## config.mk

```make
export PLATFORM = sky130hd
export DESIGN_NAME = pft_cell
export DESIGN_NICKNAME = d
export VERILOG_FILES = /design/src/rtl/pft_pkg.sv /design/src/rtl/pft_cell.sv
export SDC_FILE = /design/constraint.sdc
export NUM_CORES = 1
export LEC_CHECK = 0
export BUFFER_PORTS_ARGS = -buffer_cell sky130_fd_sc_hd__buf_2
export CORE_AREA = 10 10 100 102
export CTS_BUF_LIST = sky130_fd_sc_hd__clkbuf_4 sky130_fd_sc_hd__clkbuf_8 sky130_fd_sc_hd__clkbuf_16
export DETAILED_ROUTE_END_ITERATION = 16
export DIE_AREA = 0 0 110 112
export GPL_ROUTABILITY_DRIVEN = 0
export SKIP_CTS_REPAIR_TIMING = 1
export SLEW_MARGIN = 20
export SYNTH_ARGS = -nofsm -noshare
export SYNTH_HDL_FRONTEND = slang
export SYNTH_SLANG_ARGS = --single-unit
```

## constraint.sdc

```tcl
create_clock -name i_clk -period 2.35 [get_ports i_clk]
set_clock_uncertainty 0.05 [all_clocks]
set_input_delay 0.5875 -clock i_clk [delete_from_list [all_inputs] [get_ports i_clk]]
set_output_delay 0.5875 -clock i_clk [all_outputs]
set_load 0.02 [all_outputs]
```

## src/rtl/pft_pkg.sv

```systemverilog
// ----------------------------------------------------------------------------
// pft_pkg: shared types and constants for the page frame table
// Table geometry, field widths, request kinds and the token that walks
// down the row of frame cells.
// ----------------------------------------------------------------------------
package pft_pkg;

    localparam int FRAMES    = 64;
    localparam int PID_BITS  = 10;
    localparam int PAGE_BITS = 10;

    // fixed widths of the transaction fields
    localparam int KIND_W     = 2;
    localparam int FIDX_W     = 7;
    localparam int FRAME_W    = 6;
    localparam int OUT_CNT_W  = 7;

    // internal widths that follow the table size
    localparam int IDX_W = (FRAMES > 1) ? $clog2(FRAMES) : 1;
    localparam int CNT_W = $clog2(FRAMES + 1);
    localparam int CMP_W = (IDX_W > FIDX_W) ? IDX_W : FIDX_W;

    typedef enum logic [KIND_W-1:0] {
        KIND_LOOKUP   = 2'd0,
        KIND_ALLOC    = 2'd1,
        KIND_FREE     = 2'd2,
        KIND_FREE_ALL = 2'd3
    } t_kind;

    // request token handed from cell to cell
    typedef struct packed {
        logic                 active;
        t_kind                kind;
        logic [PID_BITS-1:0]  pid;
        logic [PAGE_BITS-1:0] page;
        logic [FIDX_W-1:0]    idx;
        logic                 done;   // lookup hit or allocation taken
        logic [IDX_W-1:0]     frame;
        logic [CNT_W-1:0]     freed;  // valid entries cleared on the way
    } t_token;

    typedef struct packed {
        logic [FRAME_W-1:0]   frame;
        logic                 ok;
        logic [OUT_CNT_W-1:0] free_frames;
    } t_result;

endpackage

```

## src/rtl/pft_cell.sv

```systemverilog
// ----------------------------------------------------------------------------
// pft_cell: one frame entry of the table
// Holds valid/owner/page for one frame, applies the passing request token
// to its entry and forwards the updated token to the next cell.
// ----------------------------------------------------------------------------
module pft_cell (
    input  logic                     i_clk,
    input  logic                     i_rst_n,
    input  logic [pft_pkg::IDX_W-1:0] i_pos,
    input  pft_pkg::t_token          i_tok,
    output pft_pkg::t_token          o_tok
);
    import pft_pkg::*;

    logic                 r_valid;
    logic                 n_valid;
    logic [PID_BITS-1:0]  r_owner;
    logic [PAGE_BITS-1:0] r_page;
    logic                 wr_en;
    logic                 owner_hit;
    t_token               r_tok;
    t_token               n_tok;

    assign owner_hit = r_valid && (r_owner == i_tok.pid);

    always_comb begin
        n_tok   = i_tok;
        n_valid = r_valid;
        wr_en   = 1'b0;
        if (i_tok.active) begin
            case (i_tok.kind)
                KIND_LOOKUP: begin
                    if (!i_tok.done && owner_hit && (r_page == i_tok.page)) begin
                        n_tok.done  = 1'b1;
                        n_tok.frame = i_pos;
                    end
                end
                KIND_ALLOC: begin
                    // first free cell on the way takes it
                    if (!i_tok.done && !r_valid) begin
                        n_valid     = 1'b1;
                        wr_en       = 1'b1;
                        n_tok.done  = 1'b1;
                        n_tok.frame = i_pos;
                    end
                end
                KIND_FREE: begin
                    if (r_valid && (CMP_W'(i_tok.idx) == CMP_W'(i_pos))) begin
                        n_valid     = 1'b0;
                        n_tok.freed = i_tok.freed + CNT_W'(1);
                    end
                end
                KIND_FREE_ALL: begin
                    if (owner_hit) begin
                        n_valid     = 1'b0;
                        n_tok.freed = i_tok.freed + CNT_W'(1);
                    end
                end
                default: begin
                    n_tok = i_tok;
                end
            endcase
        end
    end

    always_ff @(posedge i_clk) begin
        if (!i_rst_n) begin
            r_valid      <= 1'b0;
            r_tok.active <= 1'b0;
        end else begin
            r_valid <= n_valid;
            r_tok   <= n_tok;
        end
    end

    always_ff @(posedge i_clk) begin
        if (wr_en) begin
            r_owner <= i_tok.pid;
            r_page  <= i_tok.page;
        end
    end

    assign o_tok = r_tok;

endmodule

```

==> flow_metrics.tcl, run 1 <==
set metrics [dict create \
    tightest_slew_ns 0.790 \
    cts_root_buffer "clkbuf_8" \
    syn_avg_cell_area_sq_um 15.0 \
    die_x_um 110 \
    synth_top_area_share_pct 68.8 \
    path_class "reg -> reg" \
    clkTransAtPathRegs_ns 0.06 \
    layout.nets 348 \
    die_area_sq_um 12300 \
    yosysUniqueCellTypes 30 \
    setup_violations 0 \
    grt_usage_pct 11.1 \
    drive_gt1_share_pct 40.3 \
    first_pass_iters 5 \
    io_buffers 95 \
    slew_headroom_pct 47.0 \
    cp-start-kind "flop" \
    antenna_cells 0 \
    final_util_pct 44.9 \
    row_count 33 \
    cpPeakStageDelay_ns 0.49 \
    vias 1947 \
    critical-path-slowest-cell "or4_1" \
    fill_cells 774 \
    yosys_register_bits 65 \
    ios 96 \
    maxCapViolCount 0 \
    dr.first_iter.drc_count 75 \
    status "finished, final reports clean" \
    syn_inst 183 \
    post-dp-hpwl_um 5190 \
    drc 0 \
    wl_per_cell_um 16.9 \
    drt-total-wl_um 6810 \
    grt_overflow_total 0 \
    fin_crit_ns 1.94 \
    crit_path_max_fanout 3 \
    fmax_mhz 514 \
    numClockSinks 65 \
    vias_per_cell 4.83 \
    finalCritPeriodShare_pct 82.7 \
    fin_setup_tns_ns 0 \
    grt_pass1_vias 2031 \
    vdd_drop_max_mv 0.412 \
    synth_fp_nets 236 \
    hold_class "in -> reg" \
    netlist_area_sq_um 2750 \
    power_w 0.00259 \
    slew_viol_final 0 \
    clock_path_buffers 2 \
    crit_path_end_kind "flop" \
    die_y_um 112 \
    hold_violations 0 \
    grt_start_max_net_pins 29 \
    synth-seq-area-share_pct 70.3 \
    crit_chain "xnor2_1 -> nand3_1 -> or3_1 -> or4_1 -> o311ai_1" \
    antenna_found_initial 0 \
    grt_pass1_wl_um 10500 \
    cts.htree.levels 3 \
    synth_area_leaders "edfxtp_1, xnor2_1, a211o_1, xor2_1, nor3_1" \
    start_util_pct 34.1 \
    p_leak_nw 1.38 \
    critPathRequiredTime_ns 2.45 \
    yosys_warnings 0 \
    power_density_nw_per_um2 715 \
    clock_latency_ns 0.33 \
    tritoncts "yes" \
    synth_area_leader_cell "edfxtp_1" \
    area_growth_syn_to_layout_pct 31.6 \
    rsz0062_at_grt "no" \
    postRouteAntennaNets 0 \
    cp.arrival_ns 2.04 \
    cts_buffers 9 \
    core_area_sq_um 8050 \
]
-- worst paths after layout --
check                       start                   end  slack [ns]  cells after the start
max          r_owner[2]$_DFFE_PP_   o_tok[13]$_DFFE_PP_        0.41                      5
min                     i_tok[20]   o_tok[20]$_DFFE_PP_        0.40                      1
max reg2reg  r_owner[2]$_DFFE_PP_   o_tok[13]$_DFFE_PP_        0.41                      5
min reg2reg  r_valid$_SDFFE_PN0P_  r_valid$_SDFFE_PN0P_        0.68                      3
-- stage by stage --
step           setup slack (ns)  hold WS (ns)  cell area, sq um  std cells
2_1_floorplan             0.215         0.590              2750        183
3_3_place_gp             0.0716         0.662              3440        389
3_5_place_dp             0.0767         0.659              3440        389
4_1_cts                   0.404         0.378              3620        403
5_1_grt                   0.281         0.380              3620        403
6_report                  0.406         0.400              3620        403
-- per-layer routing --
metal	part of all wire (%)	up-vias	GRT usage, %
met3	10	8	4.50
li1	-	943	-
met4	1.4	0	5.21
met2	47	82	17.5
met5	0	-	0
met1	41	914	12.8
-- report_power, final --
| part | switching [W] | internal (W) | total [W] |
|---|---|---|---|
| Combinational | 0.000210 | 0.000125 | 0.000334 |
| Sequential | 0.0000201 | 0.00135 | 0.00137 |
| Clock | 0.000396 | 0.000484 | 0.000881 |
| Total | 0.000626 | 0.00196 | 0.00259 |
-- registers in the layout, summed over array words and instances (netlist names) --
name and count:
o_tok 44, r_owner 10, r_page 10, r_valid 1
-- cell families after synthesis --
family          after synthesis  synth area share [%]
compound gates               36                  9.38
xor+xnor                     32                  10.2
mux                           1                 0.410
simple gates                 40                  8.15
flops                        65                  70.3
fa+ha+maj                     1                 0.455
buf+inv                       8                  1.14
-- critical path: cells and delay by family, from the launching register on --
| kind | cells | cell delay (ns) |
|---|---|---|
| flip-flops | 1 | 0.38 |
| XOR/XNOR | 1 | 0.16 |
| AND/OR/NAND/NOR | 3 | 1.07 |
| AO/OA/AOI/OAI | 1 | 0.11 |
-- cells in the final DEF, fill, tap and decap left out, types with 4 or more instances in the layout --
cell type,count
inv_1,4
xnor2_1,22
a21oi_1,9
nor3_1,15
o22ai_1,6
buf_2,95
clkbuf_8,9
nor2_1,4
o2111ai_1,4
a211o_1,12
nand3_1,5
xor2_1,10
buf_4,8
edfxtp_1,63
-- layout make-up --
class / instances / area, sq um / share of cell area, %
clock buffers: 10 / 131 / 3.63
repair buffers: 105 / 576 / 15.9
multi-input cells: 110 / 786 / 21.7
well taps: 105 / 131 / 3.63
clock inverters: 4 / 46.3 / 1.28
flip-flops and latches: 65 / 1930 / 53.4
inverters: 4 / 15.0 / 0.415
-- synthesized netlist by cell type --
master	n
edfxtp_1	63
xnor2_1	22
nor3_1	15
a211o_1	12
xor2_1	10
a21oi_1	9
o22ai_1	6
nand3_1	5
inv_1	4
nor2_1	4
o2111ai_1	4
clkbuf_1	3
and3_1	2
dfxtp_1	2
nand2_1	2
nand2b_1	2
nand4_1	2
nor4_1	2
nor4_2	2
or3_1	2
a31oi_1	1
and2_1	1
buf_2	1
ha_1	1
mux2_1	1
o21a_1	1
o21ai_0	1
o311ai_1	1
o31ai_1	1
or4_1	1
(Power assumes the default switching activity.)
==> inputs of run 2 (changes only) <==
- ABC_AREA: not set -> 1
- CORE_AREA: 10 10 100 102 -> 10 10 109 111
- DIE_AREA: 0 0 110 112 -> 0 0 119 121
- clock period: 2.35 -> 1.85 ns (I/O delays scaled with it)
==> flow_metrics.tcl, run 2 <==
set metrics [dict create \
    synth-adder-area-share_pct 0.380 \
    crit_path_max_fanout 6 \
    setup_violations 0 \
    fin_crit_ns 1.77 \
    drive_gt1_share_pct 33.9 \
    comb_power_share_pct 14.7 \
    drc 0 \
    start_util_pct 34.2 \
    die_area_sq_um 14400 \
    cp.arrival_ns 1.81 \
    cts.htree.levels 3 \
    yosys_register_bits 65 \
    p_leak_nw 2.19 \
    cts_root_buffer "clkbuf_8" \
    antenna_found_initial 2 \
    synth_ff_type "edfxtp_1" \
    rsz0062_at_grt "yes" \
    yosys_warnings 0 \
    synth_common_cells "nand2_1, edfxtp_1, inv_1, nand3_1, nor2_1" \
    fin_setup_tns_ns 0 \
    grt_overflow_total 0 \
    tightest_slew_ns 0.512 \
    die_y_um 121 \
    swShare_pct 25.1 \
    p_switching_w 0.000954 \
    clock_path_buffers 2 \
    final_cell_mix "nand2_1, buf_2, edfxtp_1" \
    postRouteAntennaNets 0 \
    synth_mux_area_share_pct 0 \
    fmax_mhz 567 \
    synth-seq-area-share_pct 58.6 \
    status "finished, final reports clean" \
    power_w 0.00380 \
    synth_compound_area_share_pct 4.29 \
    grt_pass1_wl_um 14300 \
    power_density_nw_per_um2 843 \
    syn_avg_cell_area_sq_um 8.86 \
    grt_start_max_net_pins 46 \
    vias_per_cell 4.44 \
    crit_path_end_kind "flop" \
    area_growth_syn_to_layout_pct 36.8 \
    layout_setup_ws_ns 0.0849 \
    netlist_area_sq_um 3300 \
    synth_fp_nets 425 \
    grt_usage_pct 12.2 \
    core_area_sq_um 9640 \
    p_int_w 0.00285 \
    wl_per_cell_um 13.4 \
    vdd_drop_max_mv 0.331 \
    p_clk_share_pct 39.4 \
    synth-simple-area-share_pct 27.1 \
    finalCritPeriodShare_pct 95.4 \
    synth_area_leaders "edfxtp_1, nand2_1, inv_1, nand3_1, nor2_1" \
    cp-start-kind "flop" \
    seqPwrFrac_pct 45.9 \
    hold_violations 0 \
    tritoncts "yes" \
    post-dp-hpwl_um 6670 \
    synth_xor_area_share_pct 1.59 \
    synth_top_family_by_area "simple AND/OR/NAND/NOR gates" \
    grt_pass1_vias 2961 \
    critPathRequiredTime_ns 1.90 \
    vias 2904 \
    clock_latency_ns 0.34 \
    final_util_pct 46.8 \
    numClockSinks 65 \
    cts_buffers 9 \
    die_x_um 119 \
    slew_viol_final 0 \
    layout_commonest_cell "nand2_1" \
    slew_headroom_pct 65.7 \
    io_buffers 95 \
    largest_register_ffs 44 \
    ios 96 \
    path_class "reg -> reg" \
    maxCapViolCount 0 \
    syn_inst 372 \
    hold_class "in -> reg" \
    dr.first_iter.drc_count 264 \
    synth_area_leader_cell "edfxtp_1" \
    first_pass_iters 4 \
    yosysMostFrequentCell "nand2_1" \
    pre_cts_slack_ns -0.148 \
    drt-total-wl_um 8740 \
    ys_async_sr_fraction_pct 0 \
    clkTransAtPathRegs_ns 0.08 \
    row_count 36 \
    yosysUniqueCellTypes 25 \
    layout.nets 567 \
    synth-edff-count 63 \
    synth_top_area_share_pct 57.4 \
]
run 2: changes by cell type in the layout (fill, tap and decap cells not counted), moves of 15 or more:
cell / before / now
xnor2_1: 22 / 4
nand3_1: 5 / 32
nand2_1: 2 / 129
nor3_1: 15 / 0
nor2_1: 4 / 30
inv_1: 4 / 61
buf_4: 8 / 34
run 2: path summary, 6_finish.rpt:
check             slack, ns                   end                 start  cells past startpoint
hold reg to reg        0.54  r_valid$_SDFFE_PN0P_  r_valid$_SDFFE_PN0P_                      2
hold / removal         0.27   o_tok[16]$_DFFE_PP_             i_tok[16]                      1
setup reg to reg       0.08    o_tok[3]$_DFFE_PP_  r_valid$_SDFFE_PN0P_                     12
setup / recovery       0.08    o_tok[3]$_DFFE_PP_  r_valid$_SDFFE_PN0P_                     12
run 2: metrics by stage:
stage	area, sq um	instances	hold slack (ns)
after global routing	4500	652	0.261
after global placement	4210	634	0.519
after floorplan	3300	372	0.477
final	4510	654	0.269
after CTS	4460	650	0.252
after detailed placement	4210	634	0.525
run 2: power groups by stage:
stage	clock, W	combinational, W	sequential (W)
after floorplan	0	0.000170	0.00189
after global placement	0	0.000555	0.00178
after detailed placement	0	0.000562	0.00178
after CTS	0.00153	0.000564	0.00175
after global routing	0.00159	0.000621	0.00175
final	0.00150	0.000560	0.00174
run 2: kinds of logic (layout without fill, tap and decap cells):
group | Yosys count | in the layout
XOR/XNOR | 6 | 6
buffers and inverters | 66 | 213
flip-flops | 65 | 65
other | 0 | 2
AO/OA/AOI/OAI | 21 | 21
AND/OR/NAND/NOR | 213 | 213
adder cells (fa/ha/maj) | 1 | 1
run 2: area by class of cell:
cell class | count | area [sq um]
Tap cell | 133 | 166
Sequential cell | 65 | 1930
Multi-Input combinational cell | 241 | 1130
Fill cell | 976 | 5130
Antenna cell | 2 | 5.00
Clock inverter | 6 | 115
Inverter | 64 | 240
Timing Repair Buffer | 133 | 793
Clock buffer | 10 | 131
run 2: per-layer routing:
metal,global-route usage (%),wire (um)
met4,4.35,91
met2,19.7,4050
met1,14.6,3880
met5,0,0
met3,4.75,720
run 2: worst max-delay path: stages (launching register included):
cell and delay [ns]:
dfxtp_1 0.43, inv_2 0.07, a21oi_2 0.10, nand2_1 0.07
nor2_2 0.09, nand2_2 0.07, nor2_4 0.19, buf_6 0.15
nand2_1 0.05, nand3_1 0.07, nand2_1 0.07, nand2_1 0.06
nand2_1 0.04
==> inputs of run 3 (changes only) <==
--- a/config.mk
+++ b/config.mk
@@ -8,9 +8,10 @@
 export ABC_AREA = 1
 export BUFFER_PORTS_ARGS = -buffer_cell sky130_fd_sc_hd__buf_2
-export CORE_AREA = 10 10 109 111
+export CORE_AREA = 10 10 91 93
 export CTS_BUF_LIST = sky130_fd_sc_hd__clkbuf_4 sky130_fd_sc_hd__clkbuf_8 sky130_fd_sc_hd__clkbuf_16
 export DETAILED_ROUTE_END_ITERATION = 16
-export DIE_AREA = 0 0 119 121
+export DIE_AREA = 0 0 101 103
 export GPL_ROUTABILITY_DRIVEN = 0
+export PLACE_DENSITY = 0.79
 export SKIP_CTS_REPAIR_TIMING = 1
 export SLEW_MARGIN = 20
==> constraint.sdc (replaced) <==
create_clock -name i_clk -period 1.85 [get_ports i_clk]
set_clock_uncertainty 0.05 [all_clocks]
set_input_delay 0.185 -clock i_clk [delete_from_list [all_inputs] [get_ports i_clk]]
set_output_delay 0.185 -clock i_clk [all_outputs]
set_load 0.02 [all_outputs]
==> flow_metrics.tcl, run 3 (same netlist as run 2, synthesis figures left out) <==
set metrics [dict create \
    status "finished, final reports clean" \
    maxCapViolCount 0 \
    antenna_found_initial 0 \
    reg2reg_setup_slack_ns 0.11 \
    drc 0 \
    slew_viol_final 0 \
    numClockSinks 65 \
    r2r-start "r_owner[7]$_DFFE_PP_" \
    finalCritPeriodShare_pct 94.2 \
    grt_overflow_total 0 \
    io_buffers 95 \
    comb_power_share_pct 14.7 \
    die_area_sq_um 10400 \
    layout_setup_ws_ns 0.108 \
    die_x_um 101 \
    hold_violations 0 \
    clock_path_buffers 2 \
    power_density_nw_per_um2 841 \
    power_w 0.00359 \
    cts.htree.levels 3 \
    fmax_mhz 574 \
    hold_class "in -> reg" \
    final_cell_mix "nand2_1, buf_2, edfxtp_1" \
    largest_register_ffs 44 \
    path_class "reg -> reg" \
    tightest_slew_ns 0.519 \
    fill_cells 533 \
    row_count 30 \
    clock_latency_ns 0.34 \
    setup_violations 0 \
    p_clk_share_pct 36.7 \
    postRouteAntennaNets 0 \
    drive_gt1_share_pct 28.4 \
    first_pass_iters 4 \
    crit_path_max_fanout 15 \
    drt-total-wl_um 8210 \
    crit_path_end_kind "flop" \
    grt_start_max_net_pins 29 \
    ios 96 \
    seq_area_sq_um 1930 \
    vias_per_cell 5.02 \
    swShare_pct 25.7 \
    crit_path_frequent_cell "nand2_1" \
    antenna_cells 0 \
    slew_headroom_pct 65.2 \
    cts_buffers 9 \
    grt_pass1_vias 2697 \
    final_area_sq_um 4270 \
    layout.nets 544 \
    dp_cells 549 \
    cp.arrival_ns 1.79 \
    tritoncts "yes" \
    critPathRequiredTime_ns 1.90 \
    post-dp-hpwl_um 6100 \
    p_leak_nw 2.06 \
    grt_usage_pct 15.2 \
    pre_cts_slack_ns -0.00918 \
    core_area_sq_um 6570 \
    clkTransAtPathRegs_ns 0.07 \
    wl_per_cell_um 14.2 \
    crit_chain "or2_2 -> nand2_1 -> nor2_2 -> nand2_2 -> nor2_4 -> buf_12 -> inv_4 -> nand2_1 -> nand3_1 -> nand2_1 -> nand2_1 -> nand2_1" \
    critical-path-slowest-cell "edfxtp_1" \
    critical_path.startpoint "r_owner[7]$_DFFE_PP_" \
    post_dp_cell_area_sq_um 3910 \
    cpPeakStageDelay_ns 0.38 \
    crit_end "o_tok[2]$_DFFE_PP_" \
    area_growth_syn_to_layout_pct 29.5 \
    p_switching_w 0.000924 \
    cp-start-kind "flop" \
    cts_root_buffer "clkbuf_8" \
    fin_crit_ns 1.74 \
    vdd_drop_max_mv 0.485 \
    rr_worst_depth 12 \
    die_y_um 103 \
    grt_pass1_wl_um 12600 \
    vias 2890 \
    multi_input_comb_area_sq_um 1120 \
    start_util_pct 50.2 \
    dr.first_iter.drc_count 127 \
    worstReg2RegEnd "o_tok[2]$_DFFE_PP_" \
    seqPwrFrac_pct 48.6 \
    layout_commonest_cell "nand2_1" \
    layout.cells.non_filler 576 \
    p_int_w 0.00266 \
]
-- run 3: changes by cell type in the layout (fill, tap and decap cells not counted), moves of 2 or more --
cell	before	now
buf_4	34	2
dlygate4sd3_1	0	10
nand2_1	129	131
diode_2	2	0
nand2_2	3	1
clkinv_4	1	3
buf_6	2	0
-- run 3: worst min-delay path by stage --
stage                    from              endpoint  slack (ns)  depth (start not counted)
floorplan             i_rst_n  o_tok[43]$_SDFF_PN0_        0.23                          2
global placement    i_tok[20]   o_tok[20]$_DFFE_PP_        0.33                          1
detailed placement  i_tok[20]   o_tok[20]$_DFFE_PP_        0.33                          1
CTS                 i_tok[20]   o_tok[20]$_DFFE_PP_       -0.03                          1
global route        i_tok[23]   o_tok[23]$_DFFE_PP_       0.005                          1
finish              i_tok[36]   o_tok[36]$_DFFE_PP_        0.01                          1
-- run 3: cell type report --
class | count | share of cell area (%)
sequential | 65 | 45.3
multi-input combinational | 241 | 26.3
timing repair buffer | 110 | 15.2
inverter | 64 | 5.69
clock buffer | 9 | 2.90
tap | 80 | 2.35
clock inverter | 7 | 2.23
-- run 3: layer usage --
| metal | track usage [%] | share of wire, % | vias up |
|---|---|---|---|
| met4 | 4.93 | 1.5 | 0 |
| met2 | 25.6 | 51 | 117 |
| met3 | 5.29 | 7.9 | 14 |
| met1 | 17.8 | 40 | 1332 |
| li1 | - | - | 1427 |
| met5 | 0 | 0 | - |
-- run 3: power groups by stage --
stage               Combinational, W  Clock [W]  Sequential (W)
floorplan                   0.000170          0         0.00189
global placement            0.000501          0         0.00177
detailed placement          0.000512          0         0.00178
CTS                         0.000514    0.00135         0.00174
global route                0.000582    0.00141         0.00175
finish                      0.000529    0.00132         0.00174
-- run 3: critical path, delay by kind of cell (launching register included) --
family	cells	cell delay (ns)
simple gates	10	0.83
buf+inv	2	0.24
flops	1	0.38
-- run 3: per-stage QoR --
stage	utilization, %	hold WS [ns]	setup TNS, ns
finish	65.0	0.0117	0
global route	65.0	0.00462	-0.0319
CTS	62.8	-0.0282	-0.0521
detailed placement	59.5	0.329	-0.00918
global placement	59.5	0.330	0
floorplan	-	0.233	0
